File: src/design/vint_pkg.sv
`default_nettype none

package vint_pkg;

  // Longest legal encoding, and the index of its last byte
  localparam int unsigned MAX_BYTES = 10;
  localparam logic [3:0]  LAST_POS  = 4'(MAX_BYTES - 1);

  localparam int unsigned VAL_W = 64;

  typedef enum logic [2:0] {
    ST_OK          = 3'd0,
    ST_TOO_LONG    = 3'd1,
    ST_OVERFLOW    = 3'd2,
    ST_NOT_MINIMAL = 3'd3,
    ST_EMPTY       = 3'd4
  } vint_status_e;

  // One input beat
  typedef struct packed {
    logic       kind;
    logic [7:0] data_byte;
    logic       end_of_buffer;
  } vint_beat_t;

  // One result beat
  typedef struct packed {
    vint_status_e     status;
    logic [VAL_W-1:0] value;
    logic [3:0]       bytes_read;
  } vint_res_t;

endpackage

`default_nettype wire

File: src/design/vint_if.sv
`default_nettype none

// Byte stream channel
interface vint_in_if;
  logic       valid;
  logic       ready;
  logic       kind;
  logic [7:0] data_byte;
  logic       end_of_buffer;

  modport source (output valid, kind, data_byte, end_of_buffer, input ready);
  modport sink   (input valid, kind, data_byte, end_of_buffer, output ready);
endinterface

// Decoded result channel
interface vint_out_if;
  logic        valid;
  logic        ready;
  logic [2:0]  status;
  logic [63:0] value;
  logic [3:0]  bytes_read;

  modport source (output valid, status, value, bytes_read, input ready);
  modport sink   (input valid, status, value, bytes_read, output ready);
endinterface

`default_nettype wire

File: src/design/vint_core.sv
`default_nettype none

module vint_core import vint_pkg::*; (
  input  wire logic             clk_i,
  input  wire logic             rst_ni,
  input  wire logic             cfg_we_i,
  input  wire logic [VAL_W-1:0] cfg_wdata_i,
  input  wire logic             step_i,
  input  wire vint_beat_t       beat_i,
  output logic                  emit_o,
  output vint_res_t             res_o
);

  logic [VAL_W-1:0] max_value_q;
  logic [VAL_W-1:0] acc_q, acc_d, acc_new;
  logic [3:0]       pos_q, pos_d;
  logic [5:0]       shamt;
  logic             last, cont, nonmin;

  // Limit register
  always_ff @(posedge clk_i or negedge rst_ni) begin
    if (!rst_ni) begin
      max_value_q <= '1;
    end else if (cfg_we_i) begin
      max_value_q <= cfg_wdata_i;
    end
  end

  // Merge this byte's group into the running value
  assign shamt   = 6'({3'b000, pos_q} * 7'd7);
  assign last    = (pos_q == LAST_POS);
  assign cont    = beat_i.data_byte[7];
  assign acc_new = last ? (acc_q | {beat_i.data_byte[0], {(VAL_W-1){1'b0}}})
                        : (acc_q | ({{(VAL_W-7){1'b0}}, beat_i.data_byte[6:0]} << shamt));

  // Zero final group past the first byte, or above the limit
  assign nonmin = ((pos_q != 4'd0) && (beat_i.data_byte[6:0] == 7'd0))
               || (acc_new > max_value_q);

  // Decide the outcome of this byte
  always_comb begin
    emit_o            = 1'b1;
    res_o.status      = ST_OK;
    res_o.value       = '0;
    res_o.bytes_read  = '0;
    acc_d             = '0;
    pos_d             = '0;
    if (beat_i.kind) begin
      res_o.status = ST_EMPTY;
    end else if (last && cont) begin
      res_o.status = ST_TOO_LONG;
    end else if (last && (beat_i.data_byte[6:1] != 6'd0)) begin
      res_o.status = ST_OVERFLOW;
    end else if (!cont) begin
      if (nonmin) begin
        res_o.status = ST_NOT_MINIMAL;
      end else begin
        res_o.value      = acc_new;
        res_o.bytes_read = pos_q + 4'd1;
      end
    end else if (beat_i.end_of_buffer) begin
      res_o.status = ST_TOO_LONG;
    end else begin
      emit_o = 1'b0;
      acc_d  = acc_new;
      pos_d  = pos_q + 4'd1;
    end
  end

  // Varint state
  always_ff @(posedge clk_i or negedge rst_ni) begin
    if (!rst_ni) begin
      acc_q <= '0;
      pos_q <= '0;
    end else if (step_i) begin
      acc_q <= acc_d;
      pos_q <= pos_d;
    end
  end

`ifndef SYNTHESIS
  a_pos_range: assert property (@(posedge clk_i) disable iff (!rst_ni)
    pos_q <= LAST_POS) else $error("byte index past last allowed byte");

  a_acc_bits: assert property (@(posedge clk_i) disable iff (!rst_ni)
    (acc_q >> shamt) == '0) else $error("running value has bits above its groups");

  a_last_ends: assert property (@(posedge clk_i) disable iff (!rst_ni)
    step_i && last |-> emit_o) else $error("last allowed byte did not end the varint");
`endif

endmodule

`default_nettype wire

File: src/design/varint_decoder.sv
// Streaming unsigned LEB128 decoder, one byte per beat.
// Stages: 2 register stages (input register, then decode into the result
// register).
// Throughput: one byte per cycle while the result register is empty or being read.
// Reset: asynchronous active low; clears the varint state, empties both
// registers and sets the limit register to all ones.
`default_nettype none

module varint_decoder import vint_pkg::*; (
  input  wire logic             clk_i,
  input  wire logic             rst_ni,
  input  wire logic             cfg_we_i,
  input  wire logic [VAL_W-1:0] cfg_wdata_i,
  vint_in_if.sink               byte_i,
  vint_out_if.source            res_o
);

  vint_beat_t beat_q;
  logic       in_valid_q;
  vint_res_t  res_q, core_res;
  logic       out_valid_q;
  logic       out_free, step, core_emit, in_fire;

  assign out_free     = !out_valid_q || res_o.ready;
  assign step         = in_valid_q && out_free;
  assign byte_i.ready = !in_valid_q || step;
  assign in_fire      = byte_i.valid && byte_i.ready;

  // Input register
  always_ff @(posedge clk_i or negedge rst_ni) begin
    if (!rst_ni) begin
      in_valid_q <= 1'b0;
    end else if (in_fire) begin
      in_valid_q <= 1'b1;
    end else if (step) begin
      in_valid_q <= 1'b0;
    end
  end

  always_ff @(posedge clk_i) begin
    if (in_fire) begin
      beat_q <= '{kind: byte_i.kind, data_byte: byte_i.data_byte,
                  end_of_buffer: byte_i.end_of_buffer};
    end
  end

  vint_core u_core (
    .clk_i       (clk_i),
    .rst_ni      (rst_ni),
    .cfg_we_i    (cfg_we_i),
    .cfg_wdata_i (cfg_wdata_i),
    .step_i      (step),
    .beat_i      (beat_q),
    .emit_o      (core_emit),
    .res_o       (core_res)
  );

  // Result register
  always_ff @(posedge clk_i or negedge rst_ni) begin
    if (!rst_ni) begin
      out_valid_q <= 1'b0;
    end else if (step && core_emit) begin
      out_valid_q <= 1'b1;
    end else if (res_o.ready) begin
      out_valid_q <= 1'b0;
    end
  end

  always_ff @(posedge clk_i) begin
    if (step && core_emit) begin
      res_q <= core_res;
    end
  end

  assign res_o.valid      = out_valid_q;
  assign res_o.status     = res_q.status;
  assign res_o.value      = res_q.value;
  assign res_o.bytes_read = res_q.bytes_read;

`ifndef SYNTHESIS
  a_err_zero: assert property (@(posedge clk_i) disable iff (!rst_ni)
    out_valid_q && (res_q.status != ST_OK) |-> (res_q.value == '0)
    && (res_q.bytes_read == '0)) else $error("error result carries payload");

  a_ok_len: assert property (@(posedge clk_i) disable iff (!rst_ni)
    out_valid_q && (res_q.status == ST_OK) |-> (res_q.bytes_read != '0)
    && (res_q.bytes_read <= 4'(MAX_BYTES))) else $error("bad encoded length");

  a_hold_beat: assert property (@(posedge clk_i) disable iff (!rst_ni)
    in_valid_q && !out_free |=> in_valid_q && $stable(beat_q))
    else $error("stalled input beat lost");
`endif

endmodule

`default_nettype wire

File: src/flat_wrapper.sv
// flat-port wrapper written by rule: the top's interface ports become plain ports
module varint_decoder_flat import vint_pkg::*;
  (clk_i, rst_ni, cfg_we_i, cfg_wdata_i, byte_i_valid, byte_i_kind, byte_i_data_byte, byte_i_end_of_buffer, byte_i_ready, res_o_valid, res_o_status, res_o_value, res_o_bytes_read, res_o_ready);
  vint_in_if byte_i_i ();
  vint_out_if res_o_i ();
  input  wire logic clk_i;
  input  wire logic rst_ni;
  input  wire logic cfg_we_i;
  input  wire logic [VAL_W-1:0] cfg_wdata_i;
  input wire logic [$bits(byte_i_i.valid)-1:0] byte_i_valid;
  input wire logic [$bits(byte_i_i.kind)-1:0] byte_i_kind;
  input wire logic [$bits(byte_i_i.data_byte)-1:0] byte_i_data_byte;
  input wire logic [$bits(byte_i_i.end_of_buffer)-1:0] byte_i_end_of_buffer;
  output wire logic [$bits(byte_i_i.ready)-1:0] byte_i_ready;
  output wire logic [$bits(res_o_i.valid)-1:0] res_o_valid;
  output wire logic [$bits(res_o_i.status)-1:0] res_o_status;
  output wire logic [$bits(res_o_i.value)-1:0] res_o_value;
  output wire logic [$bits(res_o_i.bytes_read)-1:0] res_o_bytes_read;
  input wire logic [$bits(res_o_i.ready)-1:0] res_o_ready;
  assign byte_i_i.valid = byte_i_valid;
  assign byte_i_i.kind = byte_i_kind;
  assign byte_i_i.data_byte = byte_i_data_byte;
  assign byte_i_i.end_of_buffer = byte_i_end_of_buffer;
  assign byte_i_ready = byte_i_i.ready;
  assign res_o_valid = res_o_i.valid;
  assign res_o_status = res_o_i.status;
  assign res_o_value = res_o_i.value;
  assign res_o_bytes_read = res_o_i.bytes_read;
  assign res_o_i.ready = res_o_ready;
  varint_decoder u_core (.clk_i(clk_i), .rst_ni(rst_ni), .cfg_we_i(cfg_we_i), .cfg_wdata_i(cfg_wdata_i), .byte_i(byte_i_i), .res_o(res_o_i));
endmodule
File: config.mk
export PLATFORM = sky130hd
export DESIGN_NAME = varint_decoder_flat
export DESIGN_NICKNAME = d
export VERILOG_FILES = /design/src/design/vint_pkg.sv /design/src/design/vint_if.sv /design/src/design/vint_core.sv /design/src/design/varint_decoder.sv /design/src/flat_wrapper.sv
export SDC_FILE = /design/constraint.sdc
export NUM_CORES = 1
export LEC_CHECK = 0
export ABC_AREA = 1
export ABC_CLOCK_PERIOD_IN_PS = 6800
export BUFFER_PORTS_ARGS = -buffer_cell sky130_fd_sc_hd__buf_2
export CORE_MARGIN = 4
export CORE_UTILIZATION = 60
export CTS_CLUSTER_DIAMETER = 150
export DETAILED_ROUTE_END_ITERATION = 10
export HOLD_SLACK_MARGIN = 0.02
export PLACE_DENSITY = 0.83
export SETUP_SLACK_MARGIN = 0.15
export SLEW_MARGIN = 10
export SYNTH_ARGS = -nofsm -noshare
export SYNTH_HDL_FRONTEND = slang
export SYNTH_SLANG_ARGS = --single-unit
File: constraint.sdc
create_clock -name clk_i -period 6.8 [get_ports clk_i]
set_input_delay 1.02 -clock clk_i [delete_from_list [all_inputs] [get_ports clk_i]]
set_output_delay 1.02 -clock clk_i [all_outputs]
set_load 0.05 [all_outputs]
* Word level (Yosys, flattened, before mapping)
Cells that the tools add are included.
** Storage, ports and cells
- Bits in registers :: 215
- Bits of input ports :: 79
- Output and inout port bits :: 73
- Logic and storage cells :: 62
** Operators by class
- $add $sub $neg :: 1
- Multipliers :: 1
- Order comparisons :: 1
- Eq/ne operators :: 1
- Shifts and indexed selects :: 1
- Multiplexer cells :: 25
- Bitwise operators :: 2
- Reductions and logical operators :: 18
** Operators with widths (number)
- $mux W64 :: 6
- $or A64 B64 Y64 :: 2
- $gt A64 B64 Y1 :: 1
- $shl A7 B6 Y64 :: 1
- $mux W4 :: 5
- $mux W1 :: 10
- $mux W3 :: 3
- $logic_not A7 Y1 :: 1
- $logic_and A1 B1 Y1 :: 6
- $mul A4 B3 Y6 const B :: 1
- $reduce_bool A6 Y1 :: 1
- $reduce_or A5 Y1 :: 1
- $add A4 B1 Y4 const B :: 1
- $eq A4 B4 Y1 const B :: 1
- $reduce_bool A2 Y1 :: 2
- $reduce_bool A4 Y1 :: 1
- $logic_or A1 B1 Y1 :: 3
- $logic_not A1 Y1 :: 2
- $mux W2 :: 1
- $reduce_or A2 Y1 :: 1

* Longest topological paths before layout
Gate-level depths: netlist (run 1).
- Word-level depth :: 10
- Gate-level depth with buffers :: 30
- Gate-level depth less buffers :: 28

* Hierarchy
Synthesis (run 1) repeated with hierarchy kept, for this count alone.
** Unflattened totals
- Cell total of the unflattened synthesis :: 1230
- Area, all modules :: 11493.5 um^2
** By module, submodules not included
- vint_core :: times used 1, cells an instance 1134, area each 8952.3 um^2, seq. area each 3383.2 um^2
- varint_decoder :: times used 1, cells an instance 96, area each 2541.2 um^2, seq. area each 2482.4 um^2

* Worst setup path after synthesis (run 1)
No wires, ideal clock.
- Kind :: in2reg
- Start :: in res_o_ready
- End :: reg u_core.res_q, in the netlist u_core.res_o.bytes_read[0], enable pin
- Library setup time :: 0.500 ns
- Arrival time :: 4.761 ns
- Required time :: 6.300 ns
- Path slack :: 1.539 ns
- Cell stages on the path :: 6
- Buffers on the path :: 2
- Path through :: inv_1 -> a21oi_2 -> inv_1 -> clkbuf_1 -> clkbuf_1 -> nor2_1
** Between the ends
- Word-level cells in the longest chain between the ends :: 3
** RTL lines
- from (decl) :: line flat_wrapper.sv:19 : input wire logic [$bits(res_o_i.ready)-1:0] res_o_ready;
- $logic_or A1 B1 Y1 :: line varint_decoder.sv:24 : assign out_free = !out_valid_q || res_o.ready;
- $logic_and A1 B1 Y1 :: line varint_decoder.sv:25 : assign step = in_valid_q && out_free;
- $logic_and A1 B1 Y1 :: line varint_decoder.sv:70 : if (step && core_emit) begin
- to (signal assigned) :: line varint_decoder.sv:71 : res_q <= core_res;
- to (decl) :: line varint_decoder.sv:20 : vint_res_t res_q, core_res;
Every way passes these cells.
A chain may end at the register's enable or synchronous reset.

* Worst setup path in the final report (run 1)
- Start :: reg u_core.u_core.pos_q[0]
- End :: reg u_core.res_q, in the netlist u_core.res_o.value[10], data pin
** Between the ends
- Word-level cells in the longest chain between the ends :: 7
- Elaborated cells on any way between the ends :: 12
- Classes of those cells :: mul (1); order compare (1); eq/ne (1); shift (1); mux (1); bitwise (1); reduce/logical (6)
** RTL lines
- from (decl) :: line vint_core.sv:16 : logic [3:0] pos_q, pos_d;
- from (signal assigned) :: line vint_core.sv:77 : pos_q <= pos_d;
- $mul A4 B3 Y6 :: line vint_core.sv:30 : assign shamt = 6'({3'b000, pos_q} * 7'd7);
- $shl A7 B6 Y64 :: line vint_core.sv:34 : : (acc_q | ({{(VAL_W-7){1'b0}}, beat_i.data_byte[6:0]} << shamt));
- $or A64 B64 Y64 :: line vint_core.sv:34
- $mux W64 * :: line vint_core.sv:33 : assign acc_new = last ? (acc_q | {beat_i.data_byte[0], {(VAL_W-1){1'b0}}})
- net u_core.u_core.acc_new[59] :: line vint_core.sv:15 : logic [VAL_W-1:0] acc_q, acc_d, acc_new;
- $gt A64 B64 Y1 * :: line vint_core.sv:38 : || (acc_new > max_value_q);
- $logic_or A1 B1 Y1 * :: line vint_core.sv:38
- $reduce_or A5 Y1 (no source line) *
Mark *: on every way through the listed nets, which the timed path passes. The rest lies on a longest branch.

==> impl_metrics.ini, run 1 <==
[route]
dr_wl_met2_um = 13100
drc = 0
dr.pass1.iters = 7
post_drt_wl_per_cell_um = 17.1
vias = 8719
top_layer = met4
met1_length_um = 11200
wl_met3_um = 2030
viasPerCell = 5.47
drt_iter0_drc = 858
routed_wl_um = 27300
antenna_left = 0

[pwr]
peakVddDrop_v = 0.000256
power_density_mw_per_mm2 = 268
leakagePower_uw = 0.00628

[yosys]
syn_nets = 1364
synth_area_mm2 = 0.0109
ys_types = 44
seq_area_frac_synth_pct = 53.8
syn_area_per_cell_um2 = 9.03
postSynthCellCount = 1208
synth_seq_cells = 215
yosys_warnings = 0

[timing]
finClkSkew_ns = 0.0266
finalSetupTns_ns = 0
rsz0062_at_grt = no
maxSlewViolCount = 0
fin_ws_ns = 0.900
finalCritPeriodShare_pct = 86.8
hold_viol = 0
slew_headroom_pct = 20.6
layout_min_cycle_time_ns = 5.90
final-setup-viol-count = 0
worstMarginPinSlew_ns = 1.19
fmax_ghz = 0.169

[floorplanning]
die_x_um = 143
rows = 49
initial_core_util_pct = 60.9
dieArea_mm2 = 0.0204
die_h_um = 143
core_area_mm2 = 0.0179
io_pins = 152

[clock_tree]
cts_resized = 0
post_cts_buffers = 0
cts_root_buf = clkbuf_16
clkSinkCount = 215
clkLatencyLatePin_ns = 0.53
hold_buffers = 0
clkTransAtPathRegs_ns = 0.06
htreeDepth = 1
cts_buffers = 23
cts_max_path_buffers = 3
cts_tree = done

[grt]
grt_pass1_vias = 8664
grt.total_usage_pct = 26.8
antenna_found_initial = 0
grt_pass1_wl_um = 43700
grt_overflow = 0
grt_start_max_net_pins = 91

[worst_setup_path]
arrival_ns = 6.26
critPathKind = reg2reg
end_kind = flip-flop
crit_buf_inv = 8
max_stage_delay_ns = 0.60
crit_chain = inv_1 -> fa_1 -> inv_1 -> ha_1 -> inv_1 -> fa_1 -> inv_1 -> o21ai_0 -> nand2_1 -> inv_1 -> a21oi_1 -> inv_1 -> ha_1 -> nand2_1 -> inv_1 -> nand3_1 -> nor2_1 -> nand2_1 -> nor2_1 -> nand4_1 -> nand2_2 -> nand4_4 -> buf_4 -> nor2_1
required_ns = 7.16
crit_fanout = 30
crit_family = simple AND/OR/NAND/NOR gates
startpoint_type = flip-flop
crit_top_cell = inv_1
critPathSlowestCell = dfrtp_1

[placement]
io_buffers = 151
hpwl_um = 19500
gp_congestion = 0.941
dpl_worst_slack_ns = 1.01

[finish]
nets = 1503
areaGrowthSynthToFinish_pct = 15.5
fillers = 1358
final_layout_size_suffix_gt1_share_pct = 21.7
n_antenna_cell = 0

[flow_run]
cap_viol_max_count = 0

[min_path]
min_path_type = reg2reg

[run_status]
status = completed
Yosys cell counts:
cell / instances / area [um2]
a21o_1: 1 / 7.51
a21oi_1: 153 / 766
a21oi_2: 1 / 8.76
a22o_1: 1 / 8.76
a31oi_1: 2 / 12.5
and2_1: 2 / 12.5
buf_1: 2 / 7.51
buf_2: 11 / 55.1
buf_4: 1 / 7.51
buf_6: 3 / 33.8
clkbuf_1: 33 / 124
clkinv_1: 2 / 7.51
dfrtp_1: 70 / 1750
dfstp_2: 64 / 1680
edfxtp_1: 81 / 2430
fa_1: 4 / 80.1
ha_1: 73 / 913
inv_1: 172 / 646
inv_2: 4 / 15.0
mux2_2: 1 / 11.3
mux2i_1: 1 / 10.0
nand2_1: 244 / 916
nand2_2: 1 / 6.26
nand3_1: 21 / 105
nand3b_1: 1 / 7.51
nand4_1: 8 / 50.1
nand4_4: 1 / 21.3
nor2_1: 106 / 398
nor2_2: 15 / 93.8
nor3_1: 4 / 20.0
nor4_1: 2 / 12.5
nor4_2: 2 / 25.0
o211ai_1: 1 / 7.51
o21a_1: 4 / 30.0
o21ai_0: 90 / 450
o21ai_1: 10 / 50.1
o21bai_2: 1 / 11.3
o22ai_1: 5 / 31.3
o31ai_1: 2 / 15.0
or2_1: 1 / 6.26
or2_2: 3 / 18.8
xnor2_1: 1 / 8.76
xnor2_2: 1 / 16.3
xor2_1: 2 / 17.5
sequential cells by signal (all words and copies together), names as in the netlist:
register	cells
u_core.u_core.pos_q	4
u_core.res_o.value	64
u_core.res_o.bytes_read	4
u_core.res_o.valid	1
u_core.beat_q	10
u_core.u_core.acc_q	64
u_core.u_core.max_value_q	64
u_core.in_valid_q	1
u_core.res_o.status	3
kinds of logic (layout without fill, tap and decap cells):
kind of cell,Yosys count,after routing,share of synthesized area (%)
AO/OA/AOI/OAI,271,271,12.8
XOR/XNOR,4,4,0.390
adder cells (fa/ha/maj),77,77,9.11
buffers and inverters,228,384,8.21
flip-flops,215,215,53.8
multiplexers,2,2,0.195
AND/OR/NAND/NOR,411,411,15.5
final timing paths:
check	from	end	slack, ns	cells past startpoint
worst max-delay path	u_core.u_core.pos_q[0]$_DFFE_PN0P_	u_core.res_o.value[10]$_SDFFCE_PP0P_	0.90	24
worst min-delay path	u_core.u_core.max_value_q[56]$_DFFE_PN1P_	u_core.u_core.max_value_q[56]$_DFFE_PN1P_	0.49	2
worst max register to register	u_core.u_core.pos_q[0]$_DFFE_PN0P_	u_core.res_o.value[10]$_SDFFCE_PP0P_	0.90	24
worst min register to register	u_core.u_core.max_value_q[56]$_DFFE_PN1P_	u_core.u_core.max_value_q[56]$_DFFE_PN1P_	0.49	2
max in group asynchronous	rst_ni	u_core.u_core.acc_q[60]$_DFFE_PN0P_	4.76	2
min in group asynchronous	rst_ni	u_core.u_core.acc_q[51]$_DFFE_PN0P_	0.67	1
per-layer routing:
metal  vias to the layer above  track usage, %
li1                       4196               -
met1                      4112            35.9
met2                       345            45.3
met3                        66            4.05
met4                         0            8.45
met5                         -               0
layout by cell type (no fill, tap or decap), types with 2 or more instances in the layout:
master | Yosys | layout
nor3_1 | 4 | 4
fa_1 | 4 | 4
o21ai_1 | 10 | 10
nor2_2 | 15 | 15
nor4_2 | 2 | 2
clkinvlp_4 | 0 | 2
o21ai_0 | 90 | 90
clkbuf_1 | 33 | 5
nand4_1 | 8 | 8
clkinv_2 | 0 | 5
inv_2 | 4 | 4
nor2_1 | 106 | 105
dfrtp_1 | 70 | 70
o21a_1 | 4 | 4
dfstp_2 | 64 | 64
clkbuf_8 | 0 | 4
edfxtp_1 | 81 | 81
ha_1 | 73 | 73
o22ai_1 | 5 | 5
nand3_1 | 21 | 21
clkbuf_16 | 0 | 24
buf_4 | 1 | 14
xor2_1 | 2 | 2
nor4_1 | 2 | 2
inv_1 | 172 | 172
o31ai_1 | 2 | 2
buf_2 | 11 | 149
a31oi_1 | 2 | 2
and2_1 | 2 | 2
or2_2 | 3 | 3
a21oi_1 | 153 | 153
nand2_1 | 244 | 244
clkinv_1 | 2 | 2
report_power, final:
| group | internal (uW) | switching [uW] |
|---|---|---|
| logic | 157 | 480 |
| clock network | 729 | 512 |
| registers | 1470 | 32.3 |
final cells by class:
type / instances / area (um2) / area share [%]
inverter: 178 / 668 / 5.30
multi-input combinational: 765 / 4160 / 33.0
clock buffer: 33 / 674 / 5.35
timing repair buffer: 164 / 871 / 6.91
tap: 229 / 287 / 2.27
clock inverter: 9 / 78.8 / 0.626
sequential: 215 / 5870 / 46.5
per-stage QoR:
stage	cell area [um2]	hold WS (ns)	power (uW)	cells	util [%]
after floorplan	10900	0.454	1970	1208	-
after global placement	11800	0.470	2140	1551	66.2
after detailed placement	11800	0.484	2160	1551	66.2
after CTS	12600	0.497	3400	1593	70.4
after global routing	12600	0.511	3520	1593	70.4
final	12600	0.492	3380	1593	70.4
tightest hold or removal path: cells and delay by family (launching register included):
family	cells	cell delay [ns]
AOI/OAI and AO/OA	1	0.07
buffers and inverters	1	0.06
DFF	1	0.36
(Power assumes the default switching activity.)
==> run 2: changes to the inputs <==
- REMOVE_ABC_BUFFERS: default -> 1
==> run 2 against run 1 <==
  * Critical path depth grew 1
  * Setup slack improved by 0.22 ns
  * Fmax is 3.9% higher
  * Clock power down 6%
  * Hold slack gained 0.0013 ns
  * Final cell count down 0.19%
  * Power is 2.1% lower
  * Largest power group unchanged
==> impl_metrics.ini, run 2 (synthesis gave the netlist of run 1 again) <==
[floorplanning]
io_pins = 152
die_x_um = 143
initial_core_util_pct = 60.9
dieArea_mm2 = 0.0204
die_h_um = 143
rows = 49
core_area_mm2 = 0.0179

[timing]
finalCritPeriodShare_pct = 83.5
fmax_ghz = 0.176
worstMarginPinSlew_ns = 1.20
hold_viol = 0
final-setup-viol-count = 0
slew_headroom_pct = 19.7
finalSetupTns_ns = 0
maxSlewViolCount = 0
finClkSkew_ns = 0.0277
rsz0062_at_grt = no
layout_min_cycle_time_ns = 5.68

[placement]
gp_congestion = 0.923
io_buffers = 151
hpwl_um = 18900

[route]
drt_iter0_drc = 633
viasPerCell = 5.49
vias = 8725
dr.pass1.iters = 5
routed_wl_um = 26600
antenna_left = 0
post_drt_wl_per_cell_um = 16.8
drc = 0

[clock_tree]
post_cts_buffers = 0
cts_max_path_buffers = 3
cts_resized = 0
cts_buffers = 22
hold_buffers = 0
clkLatencyLatePin_ns = 0.51
htreeDepth = 1
clkSinkCount = 215
cts_root_buf = clkbuf_16
cts_tree = done
clkTransAtPathRegs_ns = 0.06

[grt]
grt_start_max_net_pins = 91
antenna_found_initial = 0
grt_overflow = 0
grt_pass1_wl_um = 43400
grt_pass1_vias = 8613
grt.total_usage_pct = 26.5

[finish]
layout_commonest_cell = nand2_1
final_layout_size_suffix_gt1_share_pct = 21.1
areaGrowthSynthToFinish_pct = 14.9
n_antenna_cell = 0
final_cell_mix = nand2_1 (244), inv_1 (171), a21oi_1 (153)
nets = 1501

[worst_setup_path]
ff2ff_setup_slack_ns = 1.12
arrival_ns = 6.03
crit_fanout = 46
end_kind = flip-flop
critPathKind = reg2reg
r2r-end = u_core.res_o.value[43]$_SDFFCE_PP0P_
worstRegToRegCells = 25
reg2reg_from = u_core.u_core.pos_q[0]$_DFFE_PN0P_
required_ns = 7.15
startpoint_type = flip-flop

[min_path]
hold_depth = 2
holdPathEnd = u_core.u_core.max_value_q[11]$_DFFE_PN1P_
min_path_type = reg2reg
hold_start = u_core.u_core.max_value_q[11]$_DFFE_PN1P_

[pwr]
p_switching_uw = 988
internal-power_uw = 2320
peakVddDrop_v = 0.000218
p_comb_share_pct = 19.0
power_density_mw_per_mm2 = 264
finalPower_uw = 3310
pwr-share-clk_pct = 35.5
sw_frac_of_total_pct = 29.9
p_seq_share_pct = 45.5
leakagePower_uw = 0.00624

[run_status]
status = completed

[flow_run]
cap_viol_max_count = 0
## run 2: cell types whose count changed in the layout (fill, tap and decap cells not counted)
cell        before  now
clkbuf_1         5   11
clkinv_2         5    1
clkinv_1         2    4
clkinvlp_4       2    0
buf_4           14   13
clkbuf_16       24   23
clkbuf_8         4    3
inv_1          172  171
inv_6            1    0
nor2_1         105  104
nor2_2          15   16
## run 2: worst max-delay path by stage
stage,from,to,slack [ns],cells past startpoint
2_1_floorplan,u_core.u_core.pos_q[0]$_DFFE_PN0P_,u_core.res_o.value[34]$_SDFFCE_PP0P_,1.18,21
3_3_place_gp,u_core.u_core.pos_q[0]$_DFFE_PN0P_,u_core.res_o.value[1]$_SDFFCE_PP0P_,1.32,25
3_5_place_dp,u_core.u_core.pos_q[0]$_DFFE_PN0P_,u_core.res_o.value[25]$_SDFFCE_PP0P_,1.22,25
4_1_cts,u_core.u_core.pos_q[0]$_DFFE_PN0P_,u_core.res_o.value[1]$_SDFFCE_PP0P_,1.17,25
5_1_grt,u_core.u_core.pos_q[0]$_DFFE_PN0P_,u_core.res_o.value[43]$_SDFFCE_PP0P_,0.62,25
6_report,u_core.u_core.pos_q[0]$_DFFE_PN0P_,u_core.res_o.value[43]$_SDFFCE_PP0P_,1.12,25
## run 2: critical path, stage by stage, from the launching register on
cell,delay [ns]
dfrtp_1,0.61
inv_1,0.25
fa_1,0.57
inv_1,0.04
ha_1,0.47
clkinv_1,0.32
nand2_1,0.13
o21ai_1,0.10
nand2_1,0.07
o21ai_0,0.13
and2_1,0.24
a21oi_1,0.27
inv_1,0.08
ha_1,0.30
nand2_1,0.08
inv_1,0.04
o21ai_0,0.24
a21oi_1,0.11
nor2_1,0.14
nand2_1,0.11
a21oi_1,0.14
nand2_1,0.08
nand2_2,0.11
nand4_4,0.36
buf_12,0.34
nor2_1,0.14
## run 2: final cells by class
type                            instances  area, um2
Timing Repair Buffer                  163        863
Tap cell                              229        287
Fill cell                            1373       5360
Multi-Input combinational cell        765       4160
Sequential cell                       215       5870
Inverter                              178        668
Clock inverter                          3       38.8
Clock buffer                           37        658
## run 2: power by group through the flow
| stage | Combinational, uW | Clock [uW] | Sequential (uW) |
|---|---|---|---|
| global placement | 615 | 0 | 1530 |
| detailed placement | 626 | 0 | 1530 |
| floorplan | 276 | 0 | 1670 |
| global route | 697 | 1250 | 1510 |
| CTS | 630 | 1190 | 1500 |
| finish | 630 | 1170 | 1500 |
## run 2: per-layer routing
metal / track usage, % / part of all wire (%) / up-vias / wire length [um]
met3: 3.05 / 7.0 / 63 / 1870
met2: 44.8 / 48 / 355 / 12700
li1: - / - / 4203 / -
met5: 0 / 0 / - / 0
met1: 36.8 / 43 / 4104 / 11400
met4: 7.15 / 2.7 / 0 / 708
## run 2: per-stage QoR
stage / instance area (um2) / hold slack (ns) / cells / setup slack (ns) / utilization (%)
4_1_cts: 12500 / 0.495 / 1590 / 1.17 / 70.0
3_5_place_dp: 11800 / 0.483 / 1550 / 1.22 / 66.2
5_1_grt: 12500 / 0.509 / 1590 / 0.617 / 70.0
6_report: 12500 / 0.493 / 1590 / 1.12 / 70.0
2_1_floorplan: 10700 / 0.454 / 1158 / 1.18 / -
3_3_place_gp: 11800 / 0.472 / 1550 / 1.32 / 66.2
